<file path="src/sv/assert_macros.svh">
`ifndef ASSERT_MACROS_SVH
`define ASSERT_MACROS_SVH
// implication check on the rising edge of clk, off during reset
`define CHK_IMPL(lbl, ante, cons, msg) \
  lbl: assert property (@(posedge clk) disable iff (rst) (ante) |-> (cons)) \
    else $error(msg);
// next-cycle implication check
`define CHK_NEXT(lbl, ante, cons, msg) \
  lbl: assert property (@(posedge clk) disable iff (rst) (ante) |=> (cons)) \
    else $error(msg);
`endif

</file>
<file path="src/sv/sshit_pkg.sv">
`timescale 1ns / 1ps
package sshit_pkg;
  localparam int FRAC_BITS = 16;
  localparam int COORD_W = 31;
  localparam int RAD_W = 24;
  localparam int EPS_W = 32;
  localparam int CNT_W = 16;
  localparam int OPND_W = 33;
  localparam int PROD_W = 2 * OPND_W;
  localparam int ACC_W = 64;
  localparam int T_W = FRAC_BITS + 1;
  localparam int CFG_W = 32;

  localparam logic [1:0] REQ_START = 2'd0;
  localparam logic [1:0] REQ_LOAD = 2'd1;
  localparam logic [1:0] REQ_TEST = 2'd2;
  localparam logic [1:0] REQ_RSVD = 2'd3;

  localparam logic CFG_MIN_RAD = 1'b0;
  localparam logic CFG_EPS = 1'b1;

  localparam logic [RAD_W-1:0] MIN_RAD_RST = RAD_W'(3 << (FRAC_BITS - 2));
  localparam logic [EPS_W-1:0] EPS_RST = EPS_W'(4295);
  localparam logic [T_W-1:0] T_ONE = T_W'(1) << FRAC_BITS;

  typedef struct packed {
    logic busy;
    logic done;
  } div_stat_t;

  function automatic logic [COORD_W-1:0] abs_coord(input logic signed [COORD_W-1:0] v);
    logic signed [COORD_W:0] w;
    w = {v[COORD_W-1], v};
    if (v[COORD_W-1]) w = -w;
    return w[COORD_W-1:0];
  endfunction
endpackage

</file>
<file path="src/sv/sshit_mult.sv">
`timescale 1ns / 1ps
module sshit_mult (
  input  logic clk,
  input  logic signed [sshit_pkg::OPND_W-1:0] a,
  input  logic signed [sshit_pkg::OPND_W-1:0] b,
  output logic signed [sshit_pkg::PROD_W-1:0] prod
);
  import sshit_pkg::*;
  always_ff @(posedge clk) begin
    prod <= PROD_W'(a) * PROD_W'(b);
  end
endmodule

</file>
<file path="config.mk">
export PLATFORM = sky130hd
export DESIGN_NAME = sshit_mult
export DESIGN_NICKNAME = d
export VERILOG_FILES = /design/src/sv/assert_macros.svh /design/src/sv/sshit_pkg.sv /design/src/sv/sshit_mult.sv
export SDC_FILE = /design/constraint.sdc
export NUM_CORES = 2
export LEC_CHECK = 0
export BUFFER_PORTS_ARGS = -buffer_cell sky130_fd_sc_hd__buf_4
export CAP_MARGIN = 20
export CORE_UTILIZATION = 55
export CTS_CLUSTER_DIAMETER = 200
export DETAILED_ROUTE_END_ITERATION = 6
export GPL_TIMING_DRIVEN = 1
export PLACE_DENSITY = 0.71
export SETUP_SLACK_MARGIN = 0.02
export SLEW_MARGIN = 5
export SYNTH_ARGS = -nofsm -noshare
export SYNTH_HDL_FRONTEND = slang
export SYNTH_SLANG_ARGS = --single-unit
</file>
<file path="constraint.sdc">
create_clock -name clk -period 11.6 [get_ports clk]
set_clock_uncertainty 0.2 [all_clocks]
set_input_delay 2.32 -clock clk [delete_from_list [all_inputs] [get_ports clk]]
set_output_delay 2.32 -clock clk [all_outputs]
set_load 0.1 [all_outputs]
</file>
[Yosys cells after proc, flatten, opt, wreduce, memory -nomap -nowiden]
Cells that the tools add are included.
Operators by class
  multiplexer cells: 0
  equal/unequal tests: 0
  bitwise operators: 0
  order comparisons: 0
  $add $sub $neg: 0
  multiply operators: 1
  shift operators: 0
  divide/modulo/power cells: 0
  reductions and logical operators: 0
Operators with widths (number)
  33-bit by 33-bit multiplier with 66-bit output: 1
Storage, ports and cells
  bits in read-only memories: 0
  bits in latches: 0
  memory bits (writable): 0
  bits in registers: 66
  input port bits: 67
  output and inout port bits: 66
  logic and storage cells: 2
  memories: 0

[Logic depth before layout (Yosys ltp)]
  word-level depth: 1
  gate-level depth with buffers: 27
  gate-level depth less buffers: 26

[Worst setup path after synthesis]
No wires, ideal clock.
  kind: in2reg
  from: in a[32] (netlist name)
  to: reg prod[62] (netlist name)
  path buffers: 2
  data arrival time: 9.477 ns
  cell stages on the path: 23
  data required time: 11.321 ns
  library setup time: 0.079 ns
  slack: 1.844 ns
  cells stage by stage: clkbuf_1 nand2_1 inv_1 fa_1 fa_1 fa_1 fa_1 fa_1 fa_1 fa_1 inv_1 fa_1 inv_1 ha_1 clkbuf_1 and3_1 nand3_1 nand2b_1 a2111oi_4 a211oi_4 a21o_2 a21o_1 a211oi_2
On the way
  longest elaborated chain between the ends: 1
Ends and longest elaborated chain
  from (decl): line sshit_mult.sv:4  | input logic signed [sshit_pkg::OPND_W-1:0] a,
  33-bit by 33-bit multiplier with 66-bit output: line sshit_mult.sv:10  | prod <= PROD_W'(a) * PROD_W'(b);
  to (signal assigned): line sshit_mult.sv:10
  to (decl): line sshit_mult.sv:6  | output logic signed [sshit_pkg::PROD_W-1:0] prod
No other way between the ends.

[Worst setup path in the final report]
  from: in b[6] (netlist name)
  to: reg prod[62] (netlist name)
On the way
  longest elaborated chain between the ends: 1
Ends and longest elaborated chain
  from (decl): line sshit_mult.sv:5  | input logic signed [sshit_pkg::OPND_W-1:0] b,
  33-bit by 33-bit multiplier with 66-bit output: line sshit_mult.sv:10
No other way between the ends.

==> flow_metrics.tcl <==
set metrics [dict create \
    setup_violations 0 \
    finalHoldViolations 0 \
    cts_buffers 9 \
    criticalPathCategory "in -> reg" \
    port_buffers 132 \
    nets 5696 \
    synth_xor_area_share_pct 1.46 \
    path_max_fanout 33 \
    cp-end-kind "flop" \
    gp_congestion 0.936 \
    synth_edf_count 0 \
    ys_seq_area_share_pct 3.24 \
    placed_cell_area_mm2 0.0421 \
    grtUsageTotal_pct 30.1 \
    seq_area_mm2 0.00132 \
    hp-class "in -> reg" \
    final.fill_count 6420 \
    layout_min_cycle_time_ps 10160 \
    drv_cap 0 \
    die_x_um 274 \
    h-tree-depth 3 \
    drcViolationCount 18 \
    gr-total-overflow 0 \
    hold_depth 2 \
    drive_above_1_share_pct 4.49 \
    yosysWarnings 0 \
    avgSynthCellArea_um2 9.39 \
    antenna_cells 0 \
    clkSlewWorstSetupHoldPaths_ps 70 \
    hp-start "b[0]" \
    yosys.area_share.simple_pct 15.8 \
    root_buffer "clkbuf_16" \
    hold_buffers 0 \
    drt_pass1_iterations 7 \
    cp.arrival_ps 10240 \
    rsz0062_at_grt "no" \
    final_area_mm2 0.0425 \
    grt_pass1_vias 31600 \
    wirelength_mm 106 \
    antenna_found_initial 0 \
    cts.sinks 66 \
    num_vias 28600 \
    period_share_pct 87.6 \
    cts_tree "done" \
    drt_iter0_drc 1735 \
    worst_pin_slew_ps 1100 \
    grt_max_degree 34 \
    largest_reg_flops 66 \
    multiInputGateArea_mm2 0.0343 \
    cts_setup_buffers 0 \
    synthAdderAreaFrac_pct 62.9 \
    syn-cell-area_mm2 0.0407 \
    synthCells 4338 \
    die_area_mm2 0.0752 \
    relSlewSlack_pct 26.5 \
    largest_registers "prod x66" \
    ctsResizeCount 0 \
    fmax_mhz 98.4 \
    worstHoldEndpoint "prod[0]$_DFF_P_" \
    clockBufferDepth 2 \
    cp.required_ps 11680 \
    async_flop_share_pct 0 \
    failed_checks "design-rule violations" \
    start_util_pct 55.7 \
    start_kind "input pin" \
    yosys.cell_types.count 80 \
    syn-num-nets 5767 \
    synth_compound_area_share_pct 4.07 \
    outcome "complete, but fails checks" \
    viasPerCell 5.46 \
    num_rows 99 \
    io-pin-count 133 \
    max_flop_register "prod" \
    core_region_area_mm2 0.0731 \
    synth_top_family_by_area "adder cells" \
    final_max_slew_viol_count 0 \
    synthToLayoutAreaGrowth_pct 4.28 \
    yosys-mux-area-fraction_pct 0 \
    drtAntennaViolNets 0 \
    dp.final_hpwl_mm 86.9 \
    ys_dominant_reg_cell "dfxtp_1" \
    finalSetupTns_ps 0 \
    synth-seq-cells 66 \
    die_y_um 274 \
    wl_per_cell_um 20.3 \
    grt_pass1_wl_mm 172 \
]
## routing by layer
| layer | routed length, um | global-route usage [%] | vias up |
|---|---|---|---|
| met5 | 0 | 0 | - |
| met4 | 6340 | 15.8 | 0 |
| met3 | 6020 | 3.93 | 288 |
| met2 | 55100 | 52.9 | 996 |
| met1 | 38600 | 36.0 | 15100 |
| li1 | - | - | 12200 |
## through the flow
stage          setup slack, ps  utilization [%]  instances  hold WS (ps)
2_1_floorplan             1840                -       4338          2250
3_3_place_gp              1230             57.6       5215          2570
4_1_cts                   1480             58.1       5231          2160
5_1_grt                   1060             58.1       5231          2180
6_report                  1440             58.1       5231          2190
3_5_place_dp              1160             57.6       5215          2570
## cell families after synthesis
logic type / count (synthesis)
buffers and inverters: 1352
DFF: 66
adders and majority gates: 1362
AOI/OAI and AO/OA: 219
xor gates and xnor gates: 68
and+or+nand+nor: 1271
## cells in the mapped netlist (4+ instances only)
cell / number / area (um^2)
o211ai_1: 4 / 30.0
a21oi_1: 57 / 285
nor2_1: 68 / 255
and2_1: 562 / 3520
inv_1: 1131 / 4250
nor2b_1: 5 / 31.3
clkbuf_1: 208 / 781
o21a_1: 6 / 45.0
a211o_1: 6 / 52.6
and4_1: 5 / 43.8
o21ai_1: 6 / 30.0
nand2b_1: 12 / 75.1
nand2_1: 551 / 2070
o21bai_1: 11 / 82.6
xnor2_1: 43 / 377
a31oi_1: 8 / 50.1
nand4_1: 11 / 68.8
o21ai_0: 25 / 125
a211oi_1: 7 / 52.6
and3_1: 5 / 31.3
dfxtp_1: 66 / 1320
a21o_1: 36 / 270
buf_2: 11 / 55.1
ha_1: 217 / 2720
nand3_1: 25 / 125
xor2_1: 25 / 219
fa_1: 1145 / 22900
nor3_1: 7 / 35.0
## critical path: stages
cell and delay, ps:
buf_4 360, nand2_1 210, inv_1 130, fa_1 440, fa_1 550, inv_1 150
fa_1 570, inv_1 70, fa_1 1240, fa_1 590, fa_1 510, fa_1 490
inv_1 50, fa_1 470, inv_1 40, ha_1 430, and3_1 200, nand3_1 100
nand2b_1 250, a2111oi_4 360, a211oi_4 100, a21o_2 250, a21o_1 170, a211oi_2 160
## final cells by class
cell class / count / share of cell area (%)
timing repair buffer: 139 / 2.46
clock inverter: 6 / 0.268
clock buffer: 10 / 0.563
tap: 959 / 2.82
inverter: 1131 / 9.99
sequential: 66 / 3.11
multi-input combinational: 2920 / 80.8
## worst max-delay path by stage
| stage | cells past startpoint | end | slack, ps | startpoint |
|---|---|---|---|---|
| after floorplan | 23 | prod[62]$_DFF_P_ | 1840 | a[32] |
| after global placement | 24 | prod[62]$_DFF_P_ | 1230 | b[6] |
| after detailed placement | 23 | prod[63]$_DFF_P_ | 1160 | b[6] |
| after CTS | 24 | prod[62]$_DFF_P_ | 1480 | b[6] |
| after global routing | 24 | prod[58]$_DFF_P_ | 1060 | b[6] |
| final | 24 | prod[62]$_DFF_P_ | 1440 | b[6] |
## layout by cell type (no fill, tap or decap), types with 3 or more instances in the layout
cell type and instances:
o21a_1 6, and4_1 5, a21oi_1 57, buf_4 139, a31oi_1 8, a21o_1 36, nand4_1 11, ha_1 217
and3_1 5, nand2b_1 12, dfxtp_1 66, nor3_1 7, xnor2_1 43, o21ai_0 25, nor2_1 68, o31ai_4 3
inv_1 1131, a211oi_1 7, clkbuf_16 9, nor2b_1 5, fa_1 1145, a21oi_2 3, nand2_1 551, a211oi_2 3
nand3_1 25, o21bai_1 11, bufinv_16 3, or2_2 3, or3_1 3, and2_1 562, xor2_1 25, o21ai_1 6
o211ai_1 4, a211o_1 6
Power is left out: the tool's default activity adds up to more than one toggle a clock period on the data nets, which glitch-free logic cannot reach.
