`config.mk`:
```
export PLATFORM = sky130hd
export DESIGN_NAME = sshit_div
export DESIGN_NICKNAME = d
export VERILOG_FILES = /design/src/sv/assert_macros.svh /design/src/sv/sshit_pkg.sv /design/src/sv/sshit_div.sv
export SDC_FILE = /design/constraint.sdc
export NUM_CORES = 1
export LEC_CHECK = 0
export BUFFER_PORTS_ARGS = -buffer_cell sky130_fd_sc_hd__buf_2
export CORE_AREA = 2 2 139 141
export DETAILED_ROUTE_END_ITERATION = 8
export DIE_AREA = 0 0 141 143
export GPL_TIMING_DRIVEN = 0
export PLACE_DENSITY_LB_ADDON = 0.25
export RECOVER_POWER = 50
export SYNTH_ARGS = -nofsm -noshare
export SYNTH_HDL_FRONTEND = slang
export SYNTH_SLANG_ARGS = --single-unit
```
`constraint.sdc`:
```
create_clock -name clk -period 4.7 [get_ports clk]
set_input_delay 0.235 -clock clk [delete_from_list [all_inputs] [get_ports clk]]
set_output_delay 0.235 -clock clk [all_outputs]
set_load 0.01 [all_outputs]
```
`src/sv/assert_macros.svh`:
```
`ifndef ASSERT_MACROS_SVH
`define ASSERT_MACROS_SVH
// implication check on the rising edge of clk, off during reset
`define CHK_IMPL(lbl, ante, cons, msg) \
  lbl: assert property (@(posedge clk) disable iff (rst) (ante) |-> (cons)) \
    else $error(msg);
// next-cycle implication check
`define CHK_NEXT(lbl, ante, cons, msg) \
  lbl: assert property (@(posedge clk) disable iff (rst) (ante) |=> (cons)) \
    else $error(msg);
`endif

```
`src/sv/sshit_pkg.sv`:
```
`timescale 1ns / 1ps
package sshit_pkg;
  localparam int FRAC_BITS = 16;
  localparam int COORD_W = 31;
  localparam int RAD_W = 24;
  localparam int EPS_W = 32;
  localparam int CNT_W = 16;
  localparam int OPND_W = 33;
  localparam int PROD_W = 2 * OPND_W;
  localparam int ACC_W = 64;
  localparam int T_W = FRAC_BITS + 1;
  localparam int CFG_W = 32;

  localparam logic [1:0] REQ_START = 2'd0;
  localparam logic [1:0] REQ_LOAD = 2'd1;
  localparam logic [1:0] REQ_TEST = 2'd2;
  localparam logic [1:0] REQ_RSVD = 2'd3;

  localparam logic CFG_MIN_RAD = 1'b0;
  localparam logic CFG_EPS = 1'b1;

  localparam logic [RAD_W-1:0] MIN_RAD_RST = RAD_W'(3 << (FRAC_BITS - 2));
  localparam logic [EPS_W-1:0] EPS_RST = EPS_W'(4295);
  localparam logic [T_W-1:0] T_ONE = T_W'(1) << FRAC_BITS;

  typedef struct packed {
    logic busy;
    logic done;
  } div_stat_t;

  function automatic logic [COORD_W-1:0] abs_coord(input logic signed [COORD_W-1:0] v);
    logic signed [COORD_W:0] w;
    w = {v[COORD_W-1], v};
    if (v[COORD_W-1]) w = -w;
    return w[COORD_W-1:0];
  endfunction
endpackage

```
`src/sv/sshit_div.sv`:
```
`timescale 1ns / 1ps
module sshit_div (
  input  logic clk,
  input  logic rst,
  input  logic start,
  input  logic [sshit_pkg::ACC_W-1:0] num,
  input  logic [sshit_pkg::ACC_W-1:0] den,
  output sshit_pkg::div_stat_t stat,
  output logic [sshit_pkg::FRAC_BITS-1:0] quot
);
  import sshit_pkg::*;
  localparam int CW = $clog2(FRAC_BITS + 1);
  logic [ACC_W-1:0] rem;
  logic [ACC_W-1:0] dvs;
  logic [CW-1:0] cnt;
  logic busy;
  logic done;
  logic [ACC_W:0] shifted;
  logic ge;

  assign shifted = {rem, 1'b0};
  assign ge = shifted >= {1'b0, dvs};

  always_ff @(posedge clk) begin
    if (rst) begin
      busy <= 1'b0;
      done <= 1'b0;
      cnt <= '0;
    end else begin
      done <= 1'b0;
      if (start) begin
        busy <= 1'b1;
        cnt <= '0;
      end else if (busy) begin
        cnt <= cnt + CW'(1);
        if (cnt == CW'(FRAC_BITS - 1)) begin
          busy <= 1'b0;
          done <= 1'b1;
        end
      end
    end
  end

  always_ff @(posedge clk) begin
    if (start) begin
      rem <= num;
      dvs <= den;
      quot <= '0;
    end else if (busy) begin
      rem <= ge ? ACC_W'(shifted - {1'b0, dvs}) : shifted[ACC_W-1:0];
      quot <= {quot[FRAC_BITS-2:0], ge};
    end
  end

  assign stat.busy = busy;
  assign stat.done = done;
endmodule

```
Yosys cells after proc, flatten, opt, wreduce, memory -nomap -nowiden --
Index checks and enable logic that the tools add are counted.
Cells by class: equal/unequal tests 1, $add $sub $neg 2, mux-type cells 7, bitwise operators 1, reduce and logical (&&, ||, !) cells 3, magnitude comparators 1
Operators by type and width (count):
- 2-to-1 mux 64 bit | 3
- >= comparator 65 x 64 -> 1 bit | 1
- subtractor 64 bit | 1
- adder 5 x 1 -> 5 bit, second input constant | 1
- == test 5 x 4 -> 1 bit, second input constant | 1
- 2-to-1 mux 1 bit | 4
- OR reduction 3 bit | 1
- nonzero test 2 bit | 1
- OR reduction 2 bit | 1
- inverter 1 bit | 1
Storage, ports and cells: register bits after elaboration 151, output and inout port bits 18, word-level logic and storage cells 21, input bits 131

Logic depth before layout (Yosys ltp) --
Gate-level depths: netlist of the first run.
depth in word-level cells 4, depth in mapped cells 16

Least setup slack after synthesis of the first run --
No wires, ideal clock.
kind reg-to-reg, from register rem[39], to register rem[10] (data pin), stages on the path, launching flop included 15, slack 946 ps, setup time 260 ps, arrival time 3494 ps, path through edfxtp_1 -> ha_1 -> a2111oi_2 -> o31ai_1 -> o22ai_1 -> o221ai_1 -> a31o_1 -> a41o_1 -> a311oi_4 -> o21ai_2 -> a41o_1 -> buf_6 -> buf_6 -> mux2_4 -> mux2_2
On the way: word-level cells in the longest chain between the ends 4
Ends and longest elaborated chain:
- start, declared | line sshit_div.sv:13 | logic [ACC_W-1:0] rem;
- start signal, assigned | line sshit_div.sv:46 | rem <= num;
- start signal, assigned | line sshit_div.sv:50 | rem <= ge ? ACC_W'(shifted - {1'b0, dvs}) : shifted[ACC_W-1:0];
- >= comparator 65 x 64 -> 1 bit | line sshit_div.sv:22 | assign ge = shifted >= {1'b0, dvs};
- 2-to-1 mux 64 bit | line sshit_div.sv:50
- 2-to-1 mux 64 bit | line sshit_div.sv:49 | end else if (busy) begin
- 2-to-1 mux 64 bit | line sshit_div.sv:45 | if (start) begin
Every way passes these cells. The select of a mux whose other input is x is not followed. A chain may end at the register's enable or synchronous reset.

Worst setup path after layout of the first run --
from register rem[36], to register rem[45] (data pin)
On the way: word-level cells in the longest chain between the ends 4, elaborated cells between the ends (all ways) 5, classes of those cells add/sub (1); order compare (1); mux (3)
Ends and longest elaborated chain (line):
- subtractor 64 bit / >= comparator 65 x 64 -> 1 bit (equally long branches) | sshit_div.sv:50, sshit_div.sv:22
- 2-to-1 mux 64 bit * | sshit_div.sv:50
- 2-to-1 mux 64 bit * | sshit_div.sv:49
- 2-to-1 mux 64 bit * | sshit_div.sv:45
Every way passes the cells marked *; elsewhere a longest branch is shown, timed or not. The select of a mux whose other input is x is not followed.

==> impl_results.md, run 1 <==
- Synth Instances: 939
- Routed len/inst: 17.47 um
- Layout Nets: 1370
- First-pass GRT wire length: 38910 um
- Root buf cell: clkbuf_16
- PD cells: 703.9 nW/um^2
- Post-synth top flop: edfxtp_1
- Layout Utilization: 0.6711
- Critical path required time: 4.89 ns
- Crit Path Class: reg -> reg
- Startpoint types: flip-flop
- Die X: 141 um
- Worst slew pin tran: 0.9435 ns
- Multi-input gate area: 5350 um^2
- Max Transition Viols Final: 0
- Number of flops mapped to enable cells by yosys: 128
- DIE AREA: 20160 um^2
- DRC: 0
- H-tree lvl count: 4
- Total Power: 8.777 mW
- Synthesized area: 10150 um^2
- Slowest cell on the critical path: nor4_1
- Area of placed instances: 11210 um^2
- Crit path max-delay family: compound AO/OA/AOI/OAI gates
- Height of the chip: 143 um
- GPL Wtd Cong: 0.8997
- Fill cells: 1450
- R2R Path End: rem[45]
- CTS buffer count: 17
- #FFs+latches synth: 151
- WHS Endpoint: rem[7]
- Reg clk slew, reported paths: 0.08 ns
- Cells on Worst Hold Path: 2
- CTS sink cnt: 151
- CORE AREA: 18580 um^2
- Critical-path cell list: ha_1 > clkbuf_1 > nand2_1 > nor4_1 > a31o_1 > a41o_1 > a311oi_4 > o21ai_2 > a41o_1 > buf_6 > buf_6 > mux2_4 > mux2_2
- Layout cell share with drive strength beyond 1: 0.2397
- Site Rows: 50
- Hold path startpoint: num[7]
- Worst-path maximum fanout: 10
- Initial antenna violation count: 0
- Register area share after synthesis: 0.4242
- Critical Path AT: 4.62 ns
- Grt total ovfl: 0
- Status: finished clean
- Leading area contributor after synthesis: edfxtp_1
- Final ANT Viol Nets: 0
- Flip-flop and latch area: 4304 um^2
- Vias: 8025
- Number of hold violations in the final report: 0
- CTS tree: yes
- Final instance area: 12470 um^2
- Placed cells: 1322
- ANT cells: 0
- Clk buf depth: 2
- Setup TNS: 0 ns
- Syn Area/Cell: 10.81 um^2
- Max_cap viols: 0
- Flop2flop setup slack: 0.26 ns
- Critical R2R Launch: rem[36]
- WHS: 0.09105 ns
- Placement Setup Slack: 0.2180 ns
- I/O Buffers: 148
- Vias in the first global route: 7936
- Post-synth ARST share: 0
- Largest net degree at the start of global routing: 69
- Initial core utilization: 0.5461
- DR pass1 iterations: 6
- Upper clock frequency limit: 225.4 MHz
- Synthesized Nets: 1137
- Top post-synthesis cells by area: edfxtp_1 38%, ha_1 8.1%, mux2_4 7.4%
- Share of the synthesized area in the top cell type: 0.3788
- Critical path capture point type: flip-flop
- Leak Pwr: 5.393 nW
- Synth Warn #: 0
- Max IR drop VDD: 0.3442 mV
- Routed vias/inst: 5.655
- Final setup fails: 0
- Non-Filler Instances: 1419
- Period minus WS final: 4.437 ns
- WL final: 24800 um
- Skew-Pair Late Insertion Delay: 0.44 ns
- Area delta synth->final: 22.90%
- Reg2Reg Depth: 13
- Post-DP HPWL: 17560 um
- Bufs and invs on worst path: 3
- Setup WS post-layout: 0.2629 ns
- Critical Path Max Stage Delay: 0.84 ns
- I/O Pins: 149
- GRT Overall Usage: 0.2454
- RSZ-0062 raised after global routing: no
- Crit share post-route: 0.9441
- Clock Skew: 0.01512 ns
- Initial drt markers: 487
- Relative slew margins: 0.3652
- Worst min path class: in -> reg
- Synth unique cells: 62
[worst max path at each step]
stage / slack (ns) / to / cells past startpoint / startpoint
after floorplan: 0.95 / rem[10] / 14 / rem[39]
after global placement: 0.22 / rem[45] / 14 / rem[9]
after detailed placement: 0.22 / rem[45] / 14 / rem[9]
after CTS: 0.16 / rem[45] / 14 / rem[9]
after global routing: 0.08 / rem[45] / 13 / rem[36]
final: 0.26 / rem[45] / 13 / rem[36]
[cell usage in the layout, fill, tap and decap left out, types with 8 or more instances in the layout]
cell,synthesis,layout
clkbuf_1,26,47
inv_1,80,80
mux2i_1,19,19
nand3_1,15,15
xor2_1,25,25
inv_8,0,8
nand4_1,14,14
xnor2_1,36,36
edfxtp_1,128,128
buf_2,0,126
nand2_1,59,59
o21bai_1,11,11
a21oi_1,67,66
mux2_4,50,50
clkbuf_16,0,18
nor3_1,9,9
a21o_1,23,23
and3_1,9,9
mux2_2,54,54
dlygate4sd3_1,0,65
o21ai_0,41,41
nor2_1,56,56
ha_1,66,66
nor2b_1,9,9
dfxtp_1,23,23
o21a_1,11,11
[sequential cells by signal, summed over array words and instances (netlist names)]
signal and cells:
busy 1, cnt 5, done 1, dvs 64, quot 16, rem 64
[final cells by class]
cell class                      instances  area share
Multi-Input combinational cell        669      0.4291
Inverter                               80     0.02408
Sequential cell                       151      0.3452
Buffer                                 39     0.01656
Clock inverter                         14     0.01365
Tap cell                              234     0.02348
Clock buffer                           18     0.03612
Timing Repair Buffer                  214      0.1119
[metal layers]
metal | vias up | track usage | routed length, um
met5 | - | 0 | 0
met4 | 0 | 0.07211 | 462
met3 | 34 | 0.04561 | 1194
met2 | 252 | 0.4259 | 12040
met1 | 3811 | 0.3146 | 11100
li1 | 3928 | - | -
[synth_stat cells (6+ instances only)]
library cell    n
edfxtp_1      128
inv_1          80
a21oi_1        67
ha_1           66
nand2_1        59
nor2_1         56
mux2_2         54
mux2_4         50
o21ai_0        41
xnor2_1        36
clkbuf_1       26
xor2_1         25
a21o_1         23
dfxtp_1        23
mux2i_1        19
nand3_1        15
nand4_1        14
o21a_1         11
o21bai_1       11
and3_1          9
nor2b_1         9
nor3_1          9
a221o_1         7
buf_6           7
a31oi_1         6
nor3b_1         6
[cells by family (layout without fill, tap and decap cells)]
family,count (synthesis),count (layout),share of synthesized area
AO/OA/AOI/OAI,223,223,0.1456
AND/OR/NAND/NOR,192,192,0.08817
flip-flops,151,151,0.4242
multiplexers,126,126,0.1560
buffers and inverters,119,365,0.04994
adder cells (fa/ha/maj),67,67,0.08336
XOR/XNOR,61,61,0.05266
[power by group]
| part | internal, mW | switching (mW) |
|---|---|---|
| registers | 1.93 | 0.198 |
| logic | 2.65 | 2.56 |
| clock network | 0.758 | 0.686 |
| total | 5.34 | 3.44 |
[timing repair]
action                                  CTS  global route
endpoints found under the setup margin    0            58
setup buffers                             0             0
hold endpoints to repair                 65             0
hold buffers                             65             0
gates resized for setup                   0             3
(Power assumes the default switching activity.)
==> run 2: changes to the inputs <==
--- a/config.mk
+++ b/config.mk
@@ -6,9 +6,11 @@
 export NUM_CORES = 1
 export LEC_CHECK = 0
 export BUFFER_PORTS_ARGS = -buffer_cell sky130_fd_sc_hd__buf_2
-export CORE_AREA = 2 2 139 141
+export CELL_PAD_IN_SITES_DETAIL_PLACEMENT = 0
+export CELL_PAD_IN_SITES_GLOBAL_PLACEMENT = 1
+export CORE_AREA = 2 2 163 165
 export DETAILED_ROUTE_END_ITERATION = 8
-export DIE_AREA = 0 0 141 143
+export DIE_AREA = 0 0 165 167
 export GPL_TIMING_DRIVEN = 0
 export PLACE_DENSITY_LB_ADDON = 0.25
 export RECOVER_POWER = 50
==> run 2 against run 1 <==
Register-to-register slack worse by 0.03 ns. Clock power about the same. Sequential share of layout area fell by 0.43 points. Setup slack got worse by 0.028 ns. Maximum frequency is 0.62% lower. Via count fell by 3.1%. Routed wire length increased by 2.6%. Highest routed layer unchanged.
==> impl_results.md, run 2 (synthesis gave the netlist of run 1 again) <==
- Comb power frac: 0.592
- WL met2: 11700 um
- Critical Path AT: 4.63 ns
- Non-Filler Instances: 1523
- Final setup fails: 0
- Crit Path Class: reg -> reg
- Fill cells: 2415
- Critical path capture point type: flip-flop
- GPL Wtd Cong: 0.8286
- Worst min path class: in -> reg
- Vias in the first global route: 7821
- CORE AREA: 25760 um^2
- Initial core utilization: 0.3938
- Number of hold violations in the final report: 0
- Reg clk slew, reported paths: 0.07 ns
- Crit path max-delay family: compound AO/OA/AOI/OAI gates
- RSZ-0062 raised after global routing: no
- Sw Share: 0.3892
- Upper clock frequency limit: 224.0 MHz
- Most frequent cells in the layout: 128 x edfxtp_1, 127 x buf_2, 80 x inv_1
- Status: finished clean
- Area of placed instances: 11370 um^2
- Final instance area: 12630 um^2
- Startpoint types: flip-flop
- Clock Skew: 0.01642 ns
- Vias: 7775
- Skew-Pair Late Insertion Delay: 0.44 ns
- DRC: 0
- Layout Nets: 1370
- Root buf cell: clkbuf_16
- I/O Buffers: 148
- Height of the chip: 167 um
- Worst-path maximum fanout: 7
- Routed vias/inst: 5.105
- Largest net degree at the start of global routing: 69
- Clock Power Share: 0.167
- Max Transition Viols Final: 0
- Initial drt markers: 440
- First-pass GRT wire length: 40540 um
- Slowest cell on the critical path: a41oi_1
- Leak Pwr: 5.403 nW
- Relative slew margins: 0.4026
- Setup TNS: 0 ns
- Top flop regs: dvs (64), rem (64), quot (16)
- Grt total ovfl: 0
- Bufs and invs on worst path: 0
- WL met1: 12260 um
- DIE AREA: 27560 um^2
- Setup WS post-layout: 0.2351 ns
- GRT Overall Usage: 0.1887
- DR pass1 iterations: 7
- Clk buf depth: 2
- Critical-path cell list: ha_1 > a2111oi_2 > o31ai_1 > o22ai_1 > o221ai_1 > a31o_1 > a41o_1 > a311oi_4 > o21ai_2 > a41oi_1 > nor2_2 > a221o_1
- Max IR drop VDD: 0.3432 mV
- Initial antenna violation count: 3
- WL final: 25440 um
- Met3 WL post-DR: 1111 um
- Flop2flop setup slack: 0.24 ns
- Placed cells: 1424
- Total Power: 8.770 mW
- P_int: 5.357 mW
- Critical Path Max Stage Delay: 0.75 ns
- NetSw: 3.414 mW
- CTS sink cnt: 151
- CTS tree: yes
- Worst slew pin tran: 0.8845 ns
- Routed len/inst: 16.70 um
- H-tree lvl count: 4
- Critical path required time: 4.87 ns
- Period minus WS final: 4.465 ns
- CTS buffer count: 17
- Area delta synth->final: 24.47%
- PD cells: 694.5 nW/um^2
- Placement Setup Slack: 0.1337 ns
- Post-CTS setup repair buffer count: 0
- Most common cell after layout, fill and taps aside: edfxtp_1
- Die X: 165 um
- Crit share post-route: 0.9500
- Final ANT Viol Nets: 0
- Layout cell share with drive strength beyond 1: 0.2405
- I/O Pins: 149
- Seq pwr share: 0.241
- Max_cap viols: 0
- Post-DP HPWL: 19120 um
- Top Metal Used: met4
- Site Rows: 59
==> run 2: repair_timing <==
action / CTS / global route
resized for setup: 0 / 4
hold buffers: 64 / 0
endpoints found under the hold margin: 64 / 0
setup endpoints to repair: 0 / 60
==> run 2: final timing paths <==
check / startpoint / to / cells past startpoint
worst min-delay path: den[63] / dvs[63] / 1
worst max-delay path: rem[39] / rem[44] / 12
worst min register to register: cnt[4] / cnt[4] / 2
worst max register to register: rem[39] / rem[44] / 12
==> run 2: power groups by stage <==
stage	clock network [mW]	logic [mW]	registers (mW)
6_report	1.47	5.19	2.11
5_1_grt	1.55	5.72	2.16
4_1_cts	1.50	5.21	2.12
3_5_place_dp	0	5.14	2.13
3_3_place_gp	0	5.10	2.13
2_1_floorplan	0	4.15	2.08
==> run 2: cell type report <==
| type | count | area (um^2) | share of cell area |
|---|---|---|---|
| multi-input combinational | 669 | 5353 | 0.4239 |
| sequential | 151 | 4304 | 0.3408 |
| timing repair buffer | 214 | 1410 | 0.1117 |
| clock buffer | 17 | 425.4 | 0.03369 |
| tap | 335 | 419.2 | 0.03319 |
| inverter | 80 | 300.3 | 0.02378 |
| buffer | 39 | 206.4 | 0.01635 |
| clock inverter | 15 | 202.7 | 0.01605 |
| antenna | 3 | 7.507 | 0.0005945 |
==> run 2: layer usage <==
metal,vias up,track usage
li1,3926,-
met1,3660,0.2552
met2,168,0.3080
met3,21,0.03910
met4,0,0.04650
met5,-,0
==> run 2: through the flow <==
| stage | hold WS, ns | util |
|---|---|---|
| after floorplan | 0.3074 | - |
| after global placement | 0.4035 | 0.4388 |
| after detailed placement | 0.4086 | 0.4412 |
| after CTS | 0.02508 | 0.4904 |
| after global routing | 0.06271 | 0.4901 |
| final | 0.08359 | 0.4902 |
==> run 2: worst register-to-register path: stages, from the launching register on <==
cell,delay (ns)
edfxtp_1,0.42
ha_1,0.43
a2111oi_2,0.38
o31ai_1,0.12
o22ai_1,0.27
o221ai_1,0.16
a31o_1,0.22
a41o_1,0.25
a311oi_4,0.44
o21ai_2,0.15
a41oi_1,0.75
nor2_2,0.23
a221o_1,0.37
==> run 3: changes to the inputs <==
--- a/config.mk
+++ b/config.mk
@@ -5,12 +5,13 @@
 export SDC_FILE = /design/constraint.sdc
 export NUM_CORES = 1
 export LEC_CHECK = 0
+export ABC_AREA = 1
 export BUFFER_PORTS_ARGS = -buffer_cell sky130_fd_sc_hd__buf_2
 export CELL_PAD_IN_SITES_DETAIL_PLACEMENT = 0
 export CELL_PAD_IN_SITES_GLOBAL_PLACEMENT = 1
-export CORE_AREA = 2 2 163 165
+export CORE_AREA = 2 2 181 183
 export DETAILED_ROUTE_END_ITERATION = 8
-export DIE_AREA = 0 0 165 167
+export DIE_AREA = 0 0 183 185
 export GPL_TIMING_DRIVEN = 0
 export PLACE_DENSITY_LB_ADDON = 0.25
 export RECOVER_POWER = 50
==> run 3 against run 2 <==
Maximum frequency increased by 33%. Final cell count increased by 71%. Critical path type unchanged. First-iteration DRC count increased by 92%. Worst hold slack got worse by 0.048 ns. Count of clock-buffer cells in the layout increased by 1. Clock skew decreased by 0.0052 ns. Register-to-register slack improved by 1.1 ns. Combinational power decreased by 40%.
==> impl_results.md, run 3 <==
- Status: finished clean
- Final setup fails: 0
- Number of flops mapped to enable cells by yosys: 128
- Critical-path cell list: ha_1 > nand2_1 > inv_1 > a21oi_2 > nand2_1 > nand2_1 > nand2_1 > nand2_1 > nand2_1 > nor2_4 > clkbuf_1 > nand3b_1 > nand3_1 > nand2_1
- Placed cells: 2501
- Routed vias/inst: 4.769
- Height of the chip: 185 um
- Vias in the first global route: 12190
- Total Power: 6.299 mW
- Top post-synthesis cells by area: edfxtp_1 31%, nand2_1 23%, inv_1 13%
- GRT met2 Usage: 0.4402
- Top flop regs: dvs (64), rem (64), quot (16)
- GPL Wtd Cong: 0.9752
- Synth Instances: 1943
- Synth unique cells: 40
- Max IR drop VDD: 0.3246 mV
- Non-Filler Instances: 2598
- DR pass1 iterations: 5
- #FFs+latches synth: 151
- DRC: 0
- Sw Share: 0.4509
- Upper clock frequency limit: 297.0 MHz
- Crit share post-route: 0.7163
- GRT Overall Usage: 0.2723
- Setup WS post-layout: 1.333 ns
- Largest net degree at the start of global routing: 69
- Initial core utilization: 0.3928
- Routed len/inst: 17.25 um
- ANT cells: 0
- Grt total ovfl: 0
- Period minus WS final: 3.367 ns
- Worst min path class: in -> reg
- Most Frequent Cell on Critical Path: nand2_1
- Crit Path Class: reg -> reg
- CTS tree: yes
- Synthesized area: 12580 um^2
- Crit path max-delay family: simple AND/OR/NAND/NOR gates
- Startpoint types: flip-flop
- PD cells: 417.4 nW/um^2
- Syn Area/Cell: 6.477 um^2
- Count leader, synth: nand2_1
- Final ANT Viol Nets: 0
- Clock Skew: 0.01122 ns
- Clock Power Share: 0.223
- Post-synth top cells: 785 x nand2_1, 422 x inv_1, 128 x edfxtp_1
- Root buf cell: clkbuf_16
- Layout cell share with drive strength beyond 1: 0.09543
- GRT Max-Usage Layer: met2
- P_int: 3.459 mW
- Reg clk slew, reported paths: 0.08 ns
- RSZ-0062 raised after global routing: no
- Vias: 12390
- Register area share after synthesis: 0.3420
- Seq pwr share: 0.282
- Slowest cell on the critical path: clkbuf_1
- Most frequent cells in the layout: 785 x nand2_1, 422 x inv_1, 136 x buf_2
- Critical path required time: 4.92 ns
- Area delta synth->final: 19.93%
- Clk buf depth: 2
- First-pass GRT wire length: 68280 um
- Relative slew margins: 0.2214
- Met1 Track Usage GR: 0.3707
- Leading area contributor after synthesis: edfxtp_1
- Layout Nets: 2375
- H-tree lvl count: 4
- WL final: 44830 um
- Area of placed instances: 13880 um^2
- CTS buffer count: 17
- NetSw: 2.841 mW
- Site Rows: 66
- Critical path capture point type: flip-flop
- CTS sink cnt: 151
- WHS: 0.03587 ns
- Placement Setup Slack: 1.363 ns
- Critical Path AT: 3.58 ns
- I/O Pins: 149
- I/O Buffers: 148
- Met3 routing resource usage after global routing: 0.04837
- Post-synth top flop: edfxtp_1
- Worst-path maximum fanout: 10
- Share of the synthesized area in the top cell type: 0.3054
- Bufs and invs on worst path: 2
- Max Transition Viols Final: 0
- Initial drt markers: 846
- CORE AREA: 32040 um^2
- Post-synth ARST share: 0
- Worst slew pin tran: 1.168 ns
- Critical Path Max Stage Delay: 0.69 ns
- Synth Warn #: 0
- Final instance area: 15090 um^2
- Synthesized Nets: 2141
- Max_cap viols: 0
- Initial antenna violation count: 0
- Number of hold violations in the final report: 0
- Leak Pwr: 8.223 nW
- DIE AREA: 33860 um^2
- Comb power frac: 0.496
- Post-CTS sizing: 0
- Post-DP HPWL: 36870 um
- Skew-Pair Late Insertion Delay: 0.47 ns
- Die X: 183 um
- Most common cell after layout, fill and taps aside: nand2_1
- Post-CTS setup repair buffer count: 0
-- run 3: cell count changes after synthesis, sizes merged, moves of 19 or more --
cell    previous run  this run
nand2             59       791
a21o              23         1
nand3b             0        63
nand3             15       125
o21ai             44        21
inv               80       428
nor2              56       104
mux2i             19         0
mux2             107         0
xor2              25         2
-- run 3: logic make-up (layout without fill, tap and decap cells) --
group,Yosys count,after routing,share of synthesized area
AOI/OAI and AO/OA,104,104,0.04593
buffers and inverters,466,713,0.1439
DFF,151,151,0.3420
adders and majority gates,67,67,0.06721
and+or+nand+nor,1124,1124,0.3794
xor gates and xnor gates,31,31,0.02157
-- run 3: repair_timing --
item / 4_1_cts / 5_1_grt
hold buffers: 65 / 0
endpoints found under the setup margin: 0 / 0
endpoints found under the hold margin: 66 / 0
-- run 3: area by class of cell --
| cell class | count | area, um^2 |
|---|---|---|
| inverter | 428 | 1607 |
| clock inverter | 14 | 147.6 |
| buffer | 38 | 205.2 |
| fill | 3482 | 16950 |
| sequential | 151 | 4304 |
| clock buffer | 18 | 439.2 |
| tap | 408 | 510.5 |
| timing repair buffer | 215 | 1410 |
| multi-input combinational | 1326 | 6470 |
-- run 3: worst reg2reg max path: cells and delay by family (launching register included) --
family	cells	cell delay, ns
DFF	1	0.43
buffers and inverters	2	0.77
AOI/OAI and AO/OA	1	0.19
adders and majority gates	1	0.37
and+or+nand+nor	10	1.37
-- run 3: metrics by stage --
step	TNS, ns	utilization
2_1_floorplan	0	-
3_3_place_gp	-55.61	0.4318
3_5_place_dp	0	0.4332
4_1_cts	0	0.4718
5_1_grt	0	0.4711
6_report	0	0.4711
-- run 3: metal layers --
metal / vias up / part of all wire
met1: 5608 / 0.48
met5: - / 0
met4: 0 / 0.024
met3: 41 / 0.054
met2: 319 / 0.44
li1: 6423 / -
-- run 3: power groups by stage --
stage | combinational [mW] | clock, mW | sequential [mW]
floorplan | 2.09 | 0 | 1.77
global placement | 3.04 | 0 | 1.80
detailed placement | 3.06 | 0 | 1.80
CTS | 3.12 | 1.43 | 1.78
global route | 3.51 | 1.48 | 1.80
finish | 3.12 | 1.40 | 1.78
-- run 3: path summary, 6_finish.rpt --
kind	start	end	slack [ns]	cells past startpoint
hold / removal	num[11]	rem[11]	0.04	3
setup reg to reg	rem[39]	rem[36]	1.33	14
setup / recovery	rem[39]	rem[36]	1.33	14
hold reg to reg	cnt[3]	cnt[3]	0.46	2
